`src/sv/owtm_pkg.sv`:
```
// Package for the one-wire temperature sensor master: codes, types and helpers.
package owtm_pkg;

   // Sizing of the bus and of the scratchpad read
   localparam int SENSOR_LINES     = 4;
   localparam int SCRATCHPAD_BYTES = 9;

   // Request operation codes
   localparam logic [1:0] OP_TICK  = 2'd0;
   localparam logic [1:0] OP_START = 2'd1;
   localparam logic [1:0] OP_READ  = 2'd2;

   // Configuration register indexes
   localparam logic [2:0] REG_RESET_LOW     = 3'd0;
   localparam logic [2:0] REG_RESET_RELEASE = 3'd1;
   localparam logic [2:0] REG_SLOT          = 3'd2;
   localparam logic [2:0] REG_SHORT_PULSE   = 3'd3;
   localparam logic [2:0] REG_SAMPLE        = 3'd4;

   // Register reset values
   localparam logic [9:0] RESET_LOW_DEFAULT     = 10'd480;
   localparam logic [9:0] RESET_RELEASE_DEFAULT = 10'd70;
   localparam logic [7:0] SLOT_DEFAULT          = 8'd60;
   localparam logic [3:0] SHORT_PULSE_DEFAULT   = 4'd1;
   localparam logic [5:0] SAMPLE_DEFAULT        = 6'd14;

   // ROM and function command bytes
   localparam logic [7:0] CMD_SKIP_ROM = 8'hCC;
   localparam logic [7:0] CMD_CONVERT  = 8'h44;
   localparam logic [7:0] CMD_READ_PAD = 8'hBE;

   // Bus sequencer phases
   typedef enum logic [7:0] {
      PH_IDLE    = 8'b0000_0001,
      PH_RST_LOW = 8'b0000_0010,
      PH_RST_REL = 8'b0000_0100,
      PH_WR_LOW  = 8'b0000_1000,
      PH_WR_HIGH = 8'b0001_0000,
      PH_RD_LOW  = 8'b0010_0000,
      PH_RD_WAIT = 8'b0100_0000,
      PH_RD_REST = 8'b1000_0000
   } phase_type;

   // Timing registers as seen by the sequencer
   typedef struct packed {
      logic [9:0] reset_low_time;
      logic [9:0] reset_release_time;
      logic [7:0] slot_time;
      logic [3:0] short_pulse_time;
      logic [5:0] sample_time;
   } cfg_type;

   // Sequencer state
   typedef struct packed {
      phase_type    phase;
      logic [9:0]   slot_timer;
      logic [2:0]   bit_count;
      logic [3:0]   byte_count;
      logic [7:0]   shift_byte;
      logic         command_kind;
      logic [1:0]   active_sensor;
      logic [7:0]   low_byte;
      logic [15:0]  reading;
   } state_type;

   // A zero duration counts as one microsecond
   function automatic logic [9:0] at_least_one(input logic [9:0] v);
      return (v == 10'd0) ? 10'd1 : v;
   endfunction

endpackage

```
`src/sv/owtm_if.sv`:
```
// Handshake channel interfaces: request, result and register write.
interface owtm_req_if;
   logic       valid;
   logic       ready;
   logic [1:0] operation;
   logic [1:0] sensor;
   logic [3:0] line_levels;

   modport source (output valid, output operation, output sensor, output line_levels,
                   input ready);
   modport sink   (input valid, input operation, input sensor, input line_levels,
                   output ready);
endinterface

interface owtm_rsp_if;
   logic               valid;
   logic               ready;
   logic [3:0]         drive_low;
   logic               busy_res;
   logic               reading_valid;
   logic [1:0]         reading_sensor;
   logic signed [15:0] temperature;

   modport source (output valid, output drive_low, output busy_res, output reading_valid,
                   output reading_sensor, output temperature, input ready);
   modport sink   (input valid, input drive_low, input busy_res, input reading_valid,
                   input reading_sensor, input temperature, output ready);
endinterface

interface owtm_csr_if;
   logic       valid;
   logic       ready;
   logic [2:0] index;
   logic [9:0] data;

   modport source (output valid, output index, output data, input ready);
   modport sink   (input valid, input index, input data, output ready);
endinterface

```
`src/sv/owtm_csr.sv`:
```
// Timing register bank written through the register channel.
module owtm_csr (
   input  logic             clock,
   input  logic             reset,
   owtm_csr_if.sink         csr,
   output owtm_pkg::cfg_type cfg
);
   import owtm_pkg::*;

   cfg_type cfg_ff;
   cfg_type cfg_in;

   // Writes are always taken; unknown indexes are dropped
   assign csr.ready = 1'b1;

   always_comb begin
      cfg_in = cfg_ff;
      if (csr.valid) begin
         unique case (csr.index)
            REG_RESET_LOW:     cfg_in.reset_low_time     = csr.data;
            REG_RESET_RELEASE: cfg_in.reset_release_time = csr.data;
            REG_SLOT:          cfg_in.slot_time          = csr.data[7:0];
            REG_SHORT_PULSE:   cfg_in.short_pulse_time   = csr.data[3:0];
            REG_SAMPLE:        cfg_in.sample_time        = csr.data[5:0];
            default:           cfg_in = cfg_ff;
         endcase
      end
   end

   always_ff @(posedge clock) begin
      if (reset) begin
         cfg_ff.reset_low_time     <= RESET_LOW_DEFAULT;
         cfg_ff.reset_release_time <= RESET_RELEASE_DEFAULT;
         cfg_ff.slot_time          <= SLOT_DEFAULT;
         cfg_ff.short_pulse_time   <= SHORT_PULSE_DEFAULT;
         cfg_ff.sample_time        <= SAMPLE_DEFAULT;
      end else begin
         cfg_ff <= cfg_in;
      end
   end

   assign cfg = cfg_ff;

endmodule

```
`src/sv/owtm_core.sv`:
```
// Bus sequencer: request register, one-step state update and result register.
module owtm_core (
   input  logic             clock,
   input  logic             reset,
   input  owtm_pkg::cfg_type cfg,
   owtm_req_if.sink         req,
   owtm_rsp_if.source       rsp
);
   import owtm_pkg::*;

   // Request stage
   logic       in_valid_ff, in_valid_in;
   logic [1:0] in_op_ff;
   logic [1:0] in_sensor_ff;
   logic [3:0] in_levels_ff;

   // State and result stage
   state_type          state_ff, state_in;
   logic               rsp_valid_ff, rsp_valid_in;
   logic [3:0]         drive_low_ff;
   logic               busy_ff;
   logic               rd_valid_ff;
   logic [1:0]         rd_sensor_ff;
   logic signed [15:0] temp_ff;

   logic advance, process, req_accept;
   logic done_valid;
   logic sensor_ok;
   logic line_low;

   // Durations with zero read as one
   logic [9:0] reset_low1, reset_rel1, slot1, short1, sample1;
   logic [6:0] used_len;
   logic [7:0] read_rest;
   logic [9:0] timer_dec;
   logic [7:0] shr_byte, next_cmd;
   logic [2:0] bit_inc;
   logic [3:0] byte_inc;

   assign advance    = !rsp_valid_ff || rsp.ready;
   assign process    = in_valid_ff && advance;
   assign req.ready  = !in_valid_ff || advance;
   assign req_accept = req.valid && req.ready;
   assign in_valid_in = req_accept || (in_valid_ff && !advance);
   assign rsp_valid_in = process || (rsp_valid_ff && !rsp.ready);

   assign reset_low1 = at_least_one(cfg.reset_low_time);
   assign reset_rel1 = at_least_one(cfg.reset_release_time);
   assign slot1      = at_least_one({2'b00, cfg.slot_time});
   assign short1     = at_least_one({6'b00_0000, cfg.short_pulse_time});
   assign sample1    = at_least_one({4'b0000, cfg.sample_time});

   // Rest of a read slot, never below one
   assign used_len  = short1[6:0] + sample1[6:0];
   assign read_rest = (slot1[7:0] > {1'b0, used_len}) ? (slot1[7:0] - {1'b0, used_len})
                                                      : 8'd1;

   assign timer_dec = state_ff.slot_timer - 10'd1;
   assign shr_byte  = state_ff.shift_byte >> 1;
   assign bit_inc   = state_ff.bit_count + 3'd1;
   assign byte_inc  = state_ff.byte_count + 4'd1;
   assign next_cmd  = state_ff.command_kind ? CMD_READ_PAD : CMD_CONVERT;
   assign sensor_ok = ({3'b000, in_sensor_ff} < 5'(SENSOR_LINES));

   // One item's step of the sequencer
   always_comb begin
      state_in   = state_ff;
      done_valid = 1'b0;
      if (in_op_ff == OP_TICK) begin
         if (state_ff.phase != PH_IDLE) begin
            state_in.slot_timer = timer_dec;
            if (timer_dec == 10'd0) begin
               unique case (state_ff.phase)
                  PH_RST_LOW: begin
                     state_in.phase      = PH_RST_REL;
                     state_in.slot_timer = reset_rel1;
                  end
                  PH_RST_REL: begin
                     state_in.shift_byte = CMD_SKIP_ROM;
                     state_in.byte_count = 4'd0;
                     state_in.bit_count  = 3'd0;
                     state_in.phase      = PH_WR_LOW;
                     state_in.slot_timer = CMD_SKIP_ROM[0] ? short1 : slot1;
                  end
                  PH_WR_LOW: begin
                     state_in.phase      = PH_WR_HIGH;
                     state_in.slot_timer = state_ff.shift_byte[0] ? slot1 : short1;
                  end
                  PH_WR_HIGH: begin
                     state_in.shift_byte = shr_byte;
                     state_in.bit_count  = bit_inc;
                     if (bit_inc != 3'd0) begin
                        state_in.phase      = PH_WR_LOW;
                        state_in.slot_timer = shr_byte[0] ? short1 : slot1;
                     end else if (state_ff.byte_count == 4'd0) begin
                        // skip-ROM sent, now the function byte
                        state_in.byte_count = 4'd1;
                        state_in.shift_byte = next_cmd;
                        state_in.phase      = PH_WR_LOW;
                        state_in.slot_timer = next_cmd[0] ? short1 : slot1;
                     end else if (!state_ff.command_kind) begin
                        state_in.phase      = PH_IDLE;
                        state_in.slot_timer = 10'd0;
                        state_in.byte_count = 4'd0;
                     end else begin
                        state_in.byte_count = 4'd0;
                        state_in.shift_byte = 8'd0;
                        state_in.phase      = PH_RD_LOW;
                        state_in.slot_timer = short1;
                     end
                  end
                  PH_RD_LOW: begin
                     state_in.phase      = PH_RD_WAIT;
                     state_in.slot_timer = sample1;
                  end
                  PH_RD_WAIT: begin
                     state_in.shift_byte = {in_levels_ff[state_ff.active_sensor], shr_byte[6:0]};
                     state_in.phase      = PH_RD_REST;
                     state_in.slot_timer = {2'b00, read_rest};
                  end
                  PH_RD_REST: begin
                     state_in.bit_count = bit_inc;
                     if (bit_inc != 3'd0) begin
                        state_in.phase      = PH_RD_LOW;
                        state_in.slot_timer = short1;
                     end else begin
                        // byte complete: keep the two reading bytes
                        if (state_ff.byte_count == 4'd0) begin
                           state_in.low_byte = state_ff.shift_byte;
                        end else if (state_ff.byte_count == 4'd1) begin
                           state_in.reading = {state_ff.shift_byte, state_ff.low_byte};
                        end
                        if (byte_inc >= 4'(SCRATCHPAD_BYTES)) begin
                           state_in.phase      = PH_IDLE;
                           state_in.slot_timer = 10'd0;
                           state_in.byte_count = 4'd0;
                           done_valid          = 1'b1;
                        end else begin
                           state_in.byte_count = byte_inc;
                           state_in.shift_byte = 8'd0;
                           state_in.phase      = PH_RD_LOW;
                           state_in.slot_timer = short1;
                        end
                     end
                  end
                  default: begin
                     state_in.phase      = PH_IDLE;
                     state_in.slot_timer = 10'd0;
                  end
               endcase
            end
         end
      end else if ((in_op_ff == OP_START || in_op_ff == OP_READ) &&
                   state_ff.phase == PH_IDLE && sensor_ok) begin
         // New command starts with the reset pulse
         state_in.command_kind  = (in_op_ff == OP_READ);
         state_in.active_sensor = in_sensor_ff;
         state_in.bit_count     = 3'd0;
         state_in.byte_count    = 4'd0;
         state_in.shift_byte    = 8'd0;
         state_in.phase         = PH_RST_LOW;
         state_in.slot_timer    = reset_low1;
      end
   end

   assign line_low = (state_in.phase == PH_RST_LOW) || (state_in.phase == PH_WR_LOW) ||
                     (state_in.phase == PH_RD_LOW);

   // Control registers
   always_ff @(posedge clock) begin
      if (reset) begin
         in_valid_ff          <= 1'b0;
         rsp_valid_ff         <= 1'b0;
         state_ff.phase       <= PH_IDLE;
         state_ff.slot_timer  <= 10'd0;
         state_ff.bit_count   <= 3'd0;
         state_ff.byte_count  <= 4'd0;
         state_ff.shift_byte  <= 8'd0;
         state_ff.command_kind  <= 1'b0;
         state_ff.active_sensor <= 2'd0;
         state_ff.low_byte    <= 8'd0;
         state_ff.reading     <= 16'd0;
      end else begin
         in_valid_ff  <= in_valid_in;
         rsp_valid_ff <= rsp_valid_in;
         if (process) begin
            state_ff <= state_in;
         end
      end
   end

   // Payload registers
   always_ff @(posedge clock) begin
      if (req_accept) begin
         in_op_ff     <= req.operation;
         in_sensor_ff <= req.sensor;
         in_levels_ff <= req.line_levels;
      end
      if (process) begin
         drive_low_ff <= line_low ? (4'b0001 << state_in.active_sensor) : 4'b0000;
         busy_ff      <= (state_in.phase != PH_IDLE);
         rd_valid_ff  <= done_valid;
         rd_sensor_ff <= state_in.active_sensor;
         temp_ff      <= state_in.reading;
      end
   end

   assign rsp.valid          = rsp_valid_ff;
   assign rsp.drive_low      = drive_low_ff;
   assign rsp.busy_res       = busy_ff;
   assign rsp.reading_valid  = rd_valid_ff;
   assign rsp.reading_sensor = rd_sensor_ff;
   assign rsp.temperature    = temp_ff;

   // Checks
   a_idle_timer_zero: assert property (@(posedge clock) disable iff (reset)
      state_ff.phase == PH_IDLE |-> state_ff.slot_timer == 10'd0)
      else $error("idle sequencer with running timer");

   a_stall_holds_state: assert property (@(posedge clock) disable iff (reset)
      rsp_valid_ff && !rsp.ready |=> $stable(state_ff))
      else $error("sequencer advanced during result stall");

   a_done_is_idle: assert property (@(posedge clock) disable iff (reset)
      rsp_valid_ff && rd_valid_ff |-> !busy_ff)
      else $error("read finished while still busy");

   a_drive_one_line: assert property (@(posedge clock) disable iff (reset)
      rsp_valid_ff |-> $onehot0(drive_low_ff) && (busy_ff || drive_low_ff == 4'b0000))
      else $error("bad line drive pattern");

endmodule

```
`src/sv/one_wire_temp_sensor_master.sv`:
```
// Top level of the one-wire temperature sensor master.
//
//   Channel  Dir   Payload                                              Handshake
//   req      in    operation, sensor, line_levels                       valid/ready
//   rsp      out   drive_low, busy_res, reading_valid, reading_sensor,  valid/ready
//                  temperature
//   csr      in    index, data (timing registers)                       valid/ready
//
// One request is taken every cycle while rsp is not stalled; its result goes
// through the request register, then the result register after the state update.
// Reset is synchronous and active high: sequencer idle, reading zero, timing
// registers at their defaults.
// When rsp is stalled the result and the waiting request hold and req.ready
// drops once the request register is full.
module one_wire_temp_sensor_master (
   input logic        clock,
   input logic        reset,
   owtm_req_if.sink   req,
   owtm_rsp_if.source rsp,
   owtm_csr_if.sink   csr
);
   import owtm_pkg::*;

   cfg_type cfg;

   owtm_csr u_csr (
      .clock (clock),
      .reset (reset),
      .csr   (csr),
      .cfg   (cfg)
   );

   owtm_core u_core (
      .clock (clock),
      .reset (reset),
      .cfg   (cfg),
      .req   (req),
      .rsp   (rsp)
   );

endmodule
```
`src/flat_wrapper.sv`:
```
// flat-port wrapper written by rule: the top's interface ports become plain ports
module one_wire_temp_sensor_master_flat import owtm_pkg::*;
  (clock, reset, req_valid, req_operation, req_sensor, req_line_levels, req_ready, rsp_valid, rsp_drive_low, rsp_busy_res, rsp_reading_valid, rsp_reading_sensor, rsp_temperature, rsp_ready, csr_valid, csr_index, csr_data, csr_ready);
  owtm_req_if req_i ();
  owtm_rsp_if rsp_i ();
  owtm_csr_if csr_i ();
  input logic clock;
  input logic reset;
  input wire logic [$bits(req_i.valid)-1:0] req_valid;
  input wire logic [$bits(req_i.operation)-1:0] req_operation;
  input wire logic [$bits(req_i.sensor)-1:0] req_sensor;
  input wire logic [$bits(req_i.line_levels)-1:0] req_line_levels;
  output wire logic [$bits(req_i.ready)-1:0] req_ready;
  output wire logic [$bits(rsp_i.valid)-1:0] rsp_valid;
  output wire logic [$bits(rsp_i.drive_low)-1:0] rsp_drive_low;
  output wire logic [$bits(rsp_i.busy_res)-1:0] rsp_busy_res;
  output wire logic [$bits(rsp_i.reading_valid)-1:0] rsp_reading_valid;
  output wire logic [$bits(rsp_i.reading_sensor)-1:0] rsp_reading_sensor;
  output wire logic [$bits(rsp_i.temperature)-1:0] rsp_temperature;
  input wire logic [$bits(rsp_i.ready)-1:0] rsp_ready;
  input wire logic [$bits(csr_i.valid)-1:0] csr_valid;
  input wire logic [$bits(csr_i.index)-1:0] csr_index;
  input wire logic [$bits(csr_i.data)-1:0] csr_data;
  output wire logic [$bits(csr_i.ready)-1:0] csr_ready;
  assign req_i.valid = req_valid;
  assign req_i.operation = req_operation;
  assign req_i.sensor = req_sensor;
  assign req_i.line_levels = req_line_levels;
  assign req_ready = req_i.ready;
  assign rsp_valid = rsp_i.valid;
  assign rsp_drive_low = rsp_i.drive_low;
  assign rsp_busy_res = rsp_i.busy_res;
  assign rsp_reading_valid = rsp_i.reading_valid;
  assign rsp_reading_sensor = rsp_i.reading_sensor;
  assign rsp_temperature = rsp_i.temperature;
  assign rsp_i.ready = rsp_ready;
  assign csr_i.valid = csr_valid;
  assign csr_i.index = csr_index;
  assign csr_i.data = csr_data;
  assign csr_ready = csr_i.ready;
  one_wire_temp_sensor_master u_core (.clock(clock), .reset(reset), .req(req_i), .rsp(rsp_i), .csr(csr_i));
endmodule
```
`config.mk`:
```
export PLATFORM = sky130hd
export DESIGN_NAME = one_wire_temp_sensor_master_flat
export DESIGN_NICKNAME = d
export VERILOG_FILES = /design/src/sv/owtm_pkg.sv /design/src/sv/owtm_if.sv /design/src/sv/owtm_csr.sv /design/src/sv/owtm_core.sv /design/src/sv/one_wire_temp_sensor_master.sv /design/src/flat_wrapper.sv
export SDC_FILE = /design/constraint.sdc
export NUM_CORES = 1
export LEC_CHECK = 0
export ABC_AREA = 1
export BUFFER_PORTS_ARGS = -buffer_cell sky130_fd_sc_hd__buf_4
export CAP_MARGIN = 20
export CORE_MARGIN = 4
export CORE_UTILIZATION = 30
export CTS_CLUSTER_DIAMETER = 200
export DETAILED_ROUTE_END_ITERATION = 6
export HOLD_SLACK_MARGIN = 0.02
export PLACE_DENSITY_LB_ADDON = 0.1
export SLEW_MARGIN = 20
export SYNTH_ARGS = -nofsm -noshare
export SYNTH_HDL_FRONTEND = slang
export SYNTH_SLANG_ARGS = --single-unit
export TNS_END_PERCENT = 1
```
`constraint.sdc`:
```
create_clock -name clock -period 9.7 [get_ports clock]
set_input_delay 1.455 -clock clock [delete_from_list [all_inputs] [get_ports clock]]
set_output_delay 1.455 -clock clock [all_outputs]
set_load 0.03 [all_outputs]
```
# Yosys cells after proc, flatten, opt, wreduce, memory -nomap -nowiden
# Cells that the tools add are included.
# word_totals
memories	0
latchBits	0
input_bits	26
romBits	0
register_bits	132
ramBits	0
wordCells	143
out_inout_bits	27
# classes
shift	1
div_mod_pow	0
mul	0
eq_ne	27
n_addsub	5
n_reduce_logical	39
bitwise	5
muxes	39
order_cmp	3
# op_table
cell	count
two-way mux 16 bit	12
case mux 18 bit (7 select lines)	1
two-way mux 33 bit	3
two-way mux 8 bit	7
two-way mux 36 bit	1
case mux 8 bit (4 select lines)	1
logical NOT 10 bit	3
two-way mux 12 bit	2
case mux 7 bit (3 select lines)	1
AND reduction 7 bit	3
two-way mux 10 bit	2
== test 8 x 2 -> 1 bit, second input constant	2
== test 8 x 4 -> 1 bit, second input constant	2
== test 8 x 6 -> 1 bit, second input constant	2
inequality test 8 x 1 -> 1 bit, second input constant	2
AND reduction 2 bit	5
subtractor 10 x 1 -> 10 bit, second input constant	1
two-way mux 9 bit	1
inequality test 3 bit, second input constant	3
== test 8 x 1 -> 1 bit, second input constant	1
== test 8 x 3 -> 1 bit, second input constant	1
== test 8 x 5 -> 1 bit, second input constant	1
== test 8 x 7 -> 1 bit, second input constant	1
== test 8 bit, second input constant	1
other kinds (37)	60

# Depth between registers and ports, before layout
# Gate-level depths: netlist (run 1).
# depth
ltp_word	12
depth_mapped	22
depth_no_buf	22

# Modules after synthesis
# Synthesis (run 1) repeated with hierarchy kept, for this count alone.
# unflattened
cells_unflattened	1018
area_unflattened_um2	7449.6
# modules_own_cells
module	seq_area_each_um2	cells_per_inst	area_each_um2	instances
owtm_core	2202.1	798	5868.1	1
owtm_csr	760.7	220	1581.5	1

# Worst setup path after synthesis (run 1)
# No wires, ideal clock.
# synth_timing
path_type	input port to output port
startpoint	input rsp_ready
endpoint	output req_ready
t_required_ps	8245
path_stages	2
n_path_buf	0
path_slack_ps	6467
arrival_ps	1778
path_cell_list	inv_1 -> nand3_1
# synth_via
elab_chain_cells	2
# synth_lines
element	line	rtl
start: declaration	flat_wrapper.sv:20	input wire logic [$bits(rsp_i.ready)-1:0] rsp_ready;
logical OR 1 bit	owtm_core.sv:40	assign advance = !rsp_valid_ff || rsp.ready;
logical OR 1 bit	owtm_core.sv:42	assign req.ready = !in_valid_ff || advance;
end: declaration	flat_wrapper.sv:13	output wire logic [$bits(req_i.ready)-1:0] req_ready;
# No other way between the ends.

# Final worst setup path (run 1)
# layout_timing
startpoint	register u_core.u_csr.cfg_ff, in the netlist u_core.u_csr.cfg[1]
endpoint	register u_core.u_core.state_ff[46] in the netlist's numbering
# layout_via
elab_chain_cells	9
elab_cells_between_ends	10
cone_classes	add/sub (2); order compare (1); mux (6); reduce/logical (1)
# layout_lines
element	line	rtl
start: declaration	owtm_csr.sv:10	cfg_type cfg_ff;
start signal: assignment	owtm_csr.sv:38	cfg_ff <= cfg_in;
logical NOT 6 bit	owtm_pkg.sv:68	return (v == 10'd0) ? 10'd1 : v;
two-way mux 6 bit (*)	owtm_pkg.sv:68	
adder 4 x 6 -> 7 bit	owtm_core.sv:54	assign used_len = short1[6:0] + sample1[6:0];
subtractor 8 x 7 -> 8 bit / > comparator 8 x 7 -> 1 bit (equally long branches)	owtm_core.sv:55	assign read_rest = (slot1[7:0] > {1'b0, used_len}) ? (slot1[7:0] - {1'b0, used_len})
two-way mux 8 bit	owtm_core.sv:55	
case mux 18 bit (7 select lines) (*)	owtm_core.sv:73	unique case (state_ff.phase)
two-way mux 33 bit (*)	owtm_core.sv:72	if (timer_dec == 10'd0) begin
two-way mux 33 bit (*)	owtm_core.sv:70	if (state_ff.phase != PH_IDLE) begin
two-way mux 33 bit (*)	owtm_core.sv:69	if (in_op_ff == OP_TICK) begin
end signal: assignment	owtm_core.sv:187	state_ff <= state_in;
end: declaration	owtm_core.sv:18	state_type state_ff, state_in;
# Mark *: on every way between the ends. The rest lies on a longest branch, timed or not. The select of a mux whose other input is x is not followed.
# A chain may end at the register's enable or synchronous reset.

==> impl_metrics.tcl, run 1 <==
set metrics [dict create \
    required_ns 10.07 \
    die_x_um 163 \
    cts_inserted_buffers 17 \
    syn_to_final_growth_pct 17.5 \
    die_h_um 163 \
    yosysUniqueCellTypes 51 \
    insertion_delay_ns 0.43 \
    cts-resized-gates 0 \
    rsz0062_at_grt "no" \
    num_vias 6286 \
    grt_max_degree 51 \
    multiInputGateArea_sq_um 3430 \
    maxSlewViolCount 0 \
    use_met3 0.0291 \
    clockRootBuffer "clkbuf_16" \
    cts_tree "yes" \
    drt-total-wl_mm 19.5 \
    syn-instance-count 979 \
    async_flop_share 0 \
    syn-cell-area_sq_um 7200 \
    finalCritPeriodShare 0.378 \
    maxCapViolations 0 \
    tightest_slew_ns 0.756 \
    gp_congestion 0.866 \
    cts_setup_buffers 0 \
    grt.total_usage 0.151 \
    ant_nets 0 \
    startpoint_type "register" \
    drtIter0Drc 304 \
    grt_pass1_vias 6213 \
    pre_cts_slack_ns 5.83 \
    power.density_nw_per_um2 177 \
    final-setup-viol-count 0 \
    ctsLongestPathBuffers 2 \
    worstReg2RegEnd "u_core.u_core.state_ff[46]$_SDFFE_PP0P_" \
    synth_nets 1028 \
    max_freq_ghz 0.273 \
    clock_sinks 132 \
    worstRegToRegCells 17 \
    crit_fanout 6 \
    routedWlPerCell_um 14.5 \
    ys_warn_count 0 \
    fillers 2586 \
    period_minus_slack_ns 3.67 \
    antenna_cells 0 \
    firstDrtPassIters 5 \
    p_leak_nw 3.69 \
    path_class "reg2reg" \
    fin_skew_ns 0.00859 \
    cts_hold_buffers 0 \
    hold_path_class "reg2reg" \
    hold_violations 0 \
    dp.final_hpwl_mm 14.4 \
    grt_pass1_wl_mm 32.1 \
    htreeDepth 4 \
    max-slew-margin-rel 0.496 \
    crit_path_end_kind "register" \
    avgViaCountPerCell 4.66 \
    peakVddDrop_mv 0.0953 \
    grt_use_met2 0.255 \
    coreArea_sq_um 23500 \
    synth-edff-count 32 \
    synth-seq-cells 132 \
    route.detailed.drc 0 \
    num_rows 56 \
    endpoint "u_core.u_core.state_ff[46]$_SDFFE_PP0P_" \
    yosys_most_used_dff "dfxtp_1" \
    fp.dieArea_sq_um 26500 \
    setup_tns_ns 0 \
    use_met1 0.198 \
    regToRegStartpoint "u_core.u_csr.cfg[1]$_SDFFE_PP1P_" \
    antenna_found_initial 0 \
    fin_ws_ns 6.03 \
    port_buffers 51 \
    clkTransAtPathRegs_ns 0.06 \
    busiest_layer "met2" \
    yosysSeqAreaShare 0.412 \
    seq_area_sq_um 2960 \
    overflow 0 \
    drive_gt1_frac 0.134 \
    rrSetupSlack_ns 6.03 \
    design_power_total_w 0.00150 \
    cp-startpoint "u_core.u_csr.cfg[1]$_SDFFE_PP1P_" \
    ios 53 \
    worst_hold_slack_ns 0.461 \
    outcome "complete, no violations" \
    worst_ep_arrival_time_ns 4.04 \
    synth_area_per_cell_sq_um 7.35 \
    nets 1065 \
    floorplan.initialDensity 0.306 \
]
## kinds of logic (layout without fill, tap and decap cells)
family,Yosys count,after routing,synth area share
buffers and inverters,205,255,0.112
AND/OR/NAND/NOR,363,363,0.226
adder cells (fa/ha/maj),23,23,0.0421
flip-flops,132,132,0.412
AO/OA/AOI/OAI,248,248,0.199
other,1,1,0.000521
XOR/XNOR,7,7,0.00852
## placed cells by master (no fill, tap or decap), types with 4 or more instances in the layout
cell type and count:
xor2_1 5, clkbuf_16 17, o22ai_1 4, nand4_1 7, nand2_2 14, o21ai_1 18, o21ai_0 79, a211oi_1 16
nand2_1 172, nand3_1 47, dfxtp_1 100, ha_1 21, o211ai_1 9, a21oi_1 86, a31oi_1 5, inv_6 6
o21ai_2 16, nor2_1 86, nor3_1 13, inv_1 163, buf_4 55, nor2_4 5, nand3b_1 4, edfxtp_1 32
nor2_2 4
## critical path, stage by stage (launching register included)
cell	delay [ns]
dfxtp_1	0.44
nor2_1	0.08
a41o_1	0.23
ha_1	0.21
fa_1	0.40
a21oi_1	0.14
o21ai_0	0.15
xor2_1	0.18
ha_1	0.39
nand2_1	0.08
nor3_1	0.24
nand2_1	0.10
o2111ai_1	0.09
nand2_1	0.19
o21ai_0	0.27
a21oi_1	0.09
or2_2	0.28
inv_1	0.05
## sequential cells by signal (all words and copies together), names as in the netlist
name and flops:
u_core.u_core.in_levels_ff 4, u_core.u_core.in_op_ff 2, u_core.u_core.in_sensor_ff 2, u_core.u_core.in_valid_ff 1
u_core.u_core.rsp.busy_res 1, u_core.u_core.rsp.drive_low 4, u_core.u_core.rsp.reading_sensor 2, u_core.u_core.rsp.reading_valid 1
u_core.u_core.rsp.temperature 16, u_core.u_core.rsp.valid 1, u_core.u_core.shr_byte 7, u_core.u_core.state_ff 53
u_core.u_csr.cfg 38
## cells in the mapped netlist, drive strengths merged (3+ instances only)
master	number	area, sq um
a211oi	16	120
a21oi	87	439
a31oi	6	43.8
buf	9	67.6
clkbuf	28	105
dfxtp	100	2000
edfxtp	32	961
ha	21	263
inv	166	626
nand2	188	756
nand3	49	263
nand3b	4	30.0
nand4	8	65.1
nor2	95	404
nor3	14	81.3
nor4	3	18.8
o211ai	9	67.6
o21ai	113	626
o22ai	4	25.0
xor2	5	43.8
## metrics by stage
stage	std cells	utilization	cell area [sq um]
floorplan	979	-	7200
global placement	1316	0.333	7840
detailed placement	1316	0.333	7840
CTS	1348	0.359	8460
global route	1348	0.359	8460
finish	1348	0.359	8460
## worst min-delay path by stage
stage                                       startpoint                                 endpoint  slack [ns]  cells after the start
6_report       u_core.u_core.state_ff[22]$_SDFFE_PP0P_  u_core.u_core.state_ff[22]$_SDFFE_PP0P_        0.46                      2
3_5_place_dp   u_core.u_core.state_ff[22]$_SDFFE_PP0P_  u_core.u_core.state_ff[22]$_SDFFE_PP0P_        0.45                      2
2_1_floorplan         u_core.u_csr.cfg[6]$_SDFFE_PP1P_         u_core.u_csr.cfg[6]$_SDFFE_PP1P_        0.43                      2
3_3_place_gp   u_core.u_core.state_ff[20]$_SDFFE_PP0P_  u_core.u_core.state_ff[20]$_SDFFE_PP0P_        0.45                      2
4_1_cts        u_core.u_core.state_ff[22]$_SDFFE_PP0P_  u_core.u_core.state_ff[22]$_SDFFE_PP0P_        0.46                      2
5_1_grt        u_core.u_core.state_ff[22]$_SDFFE_PP0P_  u_core.u_core.state_ff[22]$_SDFFE_PP0P_        0.47                      2
## metal layers
metal	up-vias	wire length (um)
met5	-	0
met4	0	234
met3	16	721
met2	103	9180
met1	2861	9380
li1	3306	-
## power breakdown
part | total, W | internal [W] | switching, W
Combinational | 0.000209 | 0.0000691 | 0.000140
Clock | 0.000685 | 0.000412 | 0.000273
Sequential | 0.000606 | 0.000591 | 0.0000155
Total | 0.00150 | 0.00107 | 0.000429
## final cells by class
class,count,share of cell area
well taps,319,0.0472
multi-input cells,642,0.406
flip-flops and latches,132,0.350
clock buffers,18,0.0507
repair buffers,55,0.0488
clock inverters,14,0.0226
inverters,168,0.0748
No activity file was read; power rests on OpenSTA's default activity.
==> run 2, diff against run 1 <==
ABC_AREA = 0   (was 1)
clock period = 3.85 ns   (was 9.7 ns; I/O delays follow)
==> run 2 against run 1 <==
  * First-iteration DRC count increased by 41%
  * Global-route usage increased by 0.90 points
  * Combinational power increased by 92%
  * Maximum frequency increased by 0.55%
  * Clock-buffer cell count unchanged
  * Synthesized area decreased by 1.0%
  * Clock power increased by 130%
  * Sequential power increased by 150%
  * Non-clock buffer count increased by 16
==> impl_metrics.tcl, run 2 <==
set metrics [dict create \
    outcome "complete, no violations" \
    floorplan.initialDensity 0.304 \
    port_buffers 51 \
    route.detailed.drc 0 \
    hold_violations 0 \
    yosysSeqAreaShare 0.416 \
    path_class "reg2reg" \
    drtIter0Drc 428 \
    syn-cell-area_sq_um 7120 \
    final_cell_mix "105 x nand2_1, 98 x dfxtp_1, 71 x buf_4" \
    worstRegToRegCells 16 \
    pre_cts_slack_ns 0.0636 \
    yosys.area.top_type "dfxtp_1" \
    num_vias 6036 \
    max_freq_ghz 0.274 \
    hold-path-cell-count 1 \
    startpoint_type "register" \
    fin_skew_ns 0.0198 \
    maxCapViolations 0 \
    p_leak_nw 3.31 \
    ys_warn_count 0 \
    antenna_cells 0 \
    path_cells "nor3_1, or2_2, ha_1, fa_1, a21o_1, a21o_1, xnor2_1, ha_1, buf_4, a21o_1, nand2_1, nand3b_1, nor4b_1, mux2_2, a311oi_2, nor4_1" \
    overflow 0 \
    synthTopCellsByCount "106 x nand2_1, 100 x dfxtp_1, 68 x nor2_1" \
    top_layer "met4" \
    layout_commonest_cell "nand2_1" \
    grt_pass1_vias 5912 \
    yosysUniqueCellTypes 83 \
    ant_nets 0 \
    ctsLongestPathBuffers 2 \
    synthMostInstantiatedCell "nand2_1" \
    clock_sinks 132 \
    ios 53 \
    synth_area_per_cell_sq_um 8.93 \
    gp_congestion 0.882 \
    maxSlewViolCount 0 \
    grt_max_degree 65 \
    design_power_total_w 0.00347 \
    max-slew-margin-rel 0.488 \
    tightest_slew_ns 0.762 \
    cp_slowest_stage_delay_ns 0.41 \
    htreeDepth 4 \
    num_rows 56 \
    grt.total_usage 0.160 \
    wl_met3_um 774 \
    power.density_nw_per_um2 411 \
    crit_fanout 4 \
    cts_hold_buffers 0 \
    async_flop_share 0 \
    die_h_um 162 \
    clockRootBuffer "clkbuf_16" \
    drt-total-wl_mm 20.8 \
    cts_inserted_buffers 17 \
    firstDrtPassIters 5 \
    synth-seq-cells 132 \
    syn-instance-count 798 \
    crit_path_end_kind "register" \
    required_ns 4.12 \
    final-setup-viol-count 0 \
    die_x_um 162 \
    coreArea_sq_um 23400 \
    hold_path_class "in2reg" \
    crit_slowest_cell "fa_1" \
    synth-edff-count 32 \
    cts_tree "yes" \
    synth.top_cell.area_share 0.281 \
    drive_gt1_frac 0.184 \
    worst_ep_arrival_time_ns 3.92 \
    fin_ws_ns 0.202 \
    insertion_delay_ns 0.43 \
    yosys_most_used_dff "dfxtp_1" \
    largest_reg_flops 53 \
    syn_to_final_growth_pct 18.4 \
    fp.dieArea_sq_um 26300 \
    finalCritPeriodShare 0.947 \
    nets 883 \
    yosys-top-cells-area "dfxtp_1 28%, edfxtp_1 13%, nand2_1 5.6%" \
    antenna_found_initial 0 \
    met1_length_mm 9.90 \
    grt_pass1_wl_mm 33.2 \
    period_minus_slack_ns 3.65 \
    fillers 2451 \
    regMostFlops "u_core.u_core.state_ff" \
    route.met2.wl_mm 9.74 \
    routedWlPerCell_um 17.8 \
    avgViaCountPerCell 5.18 \
    synth_nets 847 \
    peakVddDrop_mv 0.300 \
    dp.final_hpwl_mm 15.2 \
    clkTransAtPathRegs_ns 0.06 \
    path_common_cell "a21o_1" \
]
[run 2: final cells by class]
cell class	instances	area, sq um	share of cell area
multi-input combinational	585	3870	0.459
timing repair buffer	71	533	0.0632
tap	319	399	0.0473
inverter	27	101	0.0120
sequential	132	2970	0.352
clock inverter	14	136	0.0162
clock buffer	18	429	0.0509
[run 2: path summary, 6_finish.rpt]
kind	startpoint	to	slack (ns)
max	u_core.u_csr.cfg[9]$_SDFFE_PP0P_	u_core.u_core.state_ff[49]$_SDFFE_PP0P_	0.20
min	req_operation[0]	u_core.u_core.in_op_ff[0]$_DFFE_PP_	0.32
max reg2reg	u_core.u_csr.cfg[9]$_SDFFE_PP0P_	u_core.u_core.state_ff[49]$_SDFFE_PP0P_	0.20
min reg2reg	u_core.u_csr.cfg[10]$_SDFFE_PP0P_	u_core.u_csr.cfg[10]$_SDFFE_PP0P_	0.47
[run 2: layer usage]
layer  vias up  track usage
li1       2946            -
met2       135        0.259
met1      2929        0.217
met5         -            0
met4         0       0.0465
met3        26       0.0340
[run 2: where the power goes]
part,switching [W],internal (W),leakage [nW],total (W)
Combinational,0.000247,0.000155,1.93,0.000402
Sequential,0.0000366,0.00146,1.11,0.00150
Clock,0.000667,0.000906,0.275,0.00157
Total,0.000950,0.00252,3.31,0.00347
[run 2: timing repair]
action,in CTS,in global routing
resized for setup,0,10
setup buffers,0,3
endpoints found under the setup margin,0,6
[run 2: cell families after synthesis]
family,synth area share
flops,0.416
compound gates,0.153
fa+ha+maj,0.0425
buf+inv,0.0458
mux,0.0829
xor+xnor,0.0221
simple gates,0.237
other cells,0.000526
[run 2: through the flow]
step	utilization	std cells	hold WS, ns	instance area, sq um	setup TNS [ns]
final	0.360	1166	0.324	8440	0
after global routing	0.360	1166	0.305	8440	-0.0246
after CTS	0.358	1163	0.312	8370	0
after detailed placement	0.334	1131	0.460	7810	0
after global placement	0.334	1131	0.456	7810	0
after floorplan	-	798	0.433	7120	0
[run 2: critical path: cells and delay by family (launching register included)]
| kind | cells | cell delay [ns] |
|---|---|---|
| AND/OR/NAND/NOR | 6 | 0.78 |
| XOR/XNOR | 1 | 0.13 |
| multiplexers | 1 | 0.29 |
| AO/OA/AOI/OAI | 4 | 0.76 |
| flip-flops | 1 | 0.38 |
| adder cells (fa/ha/maj) | 3 | 0.99 |
| buffers and inverters | 1 | 0.16 |
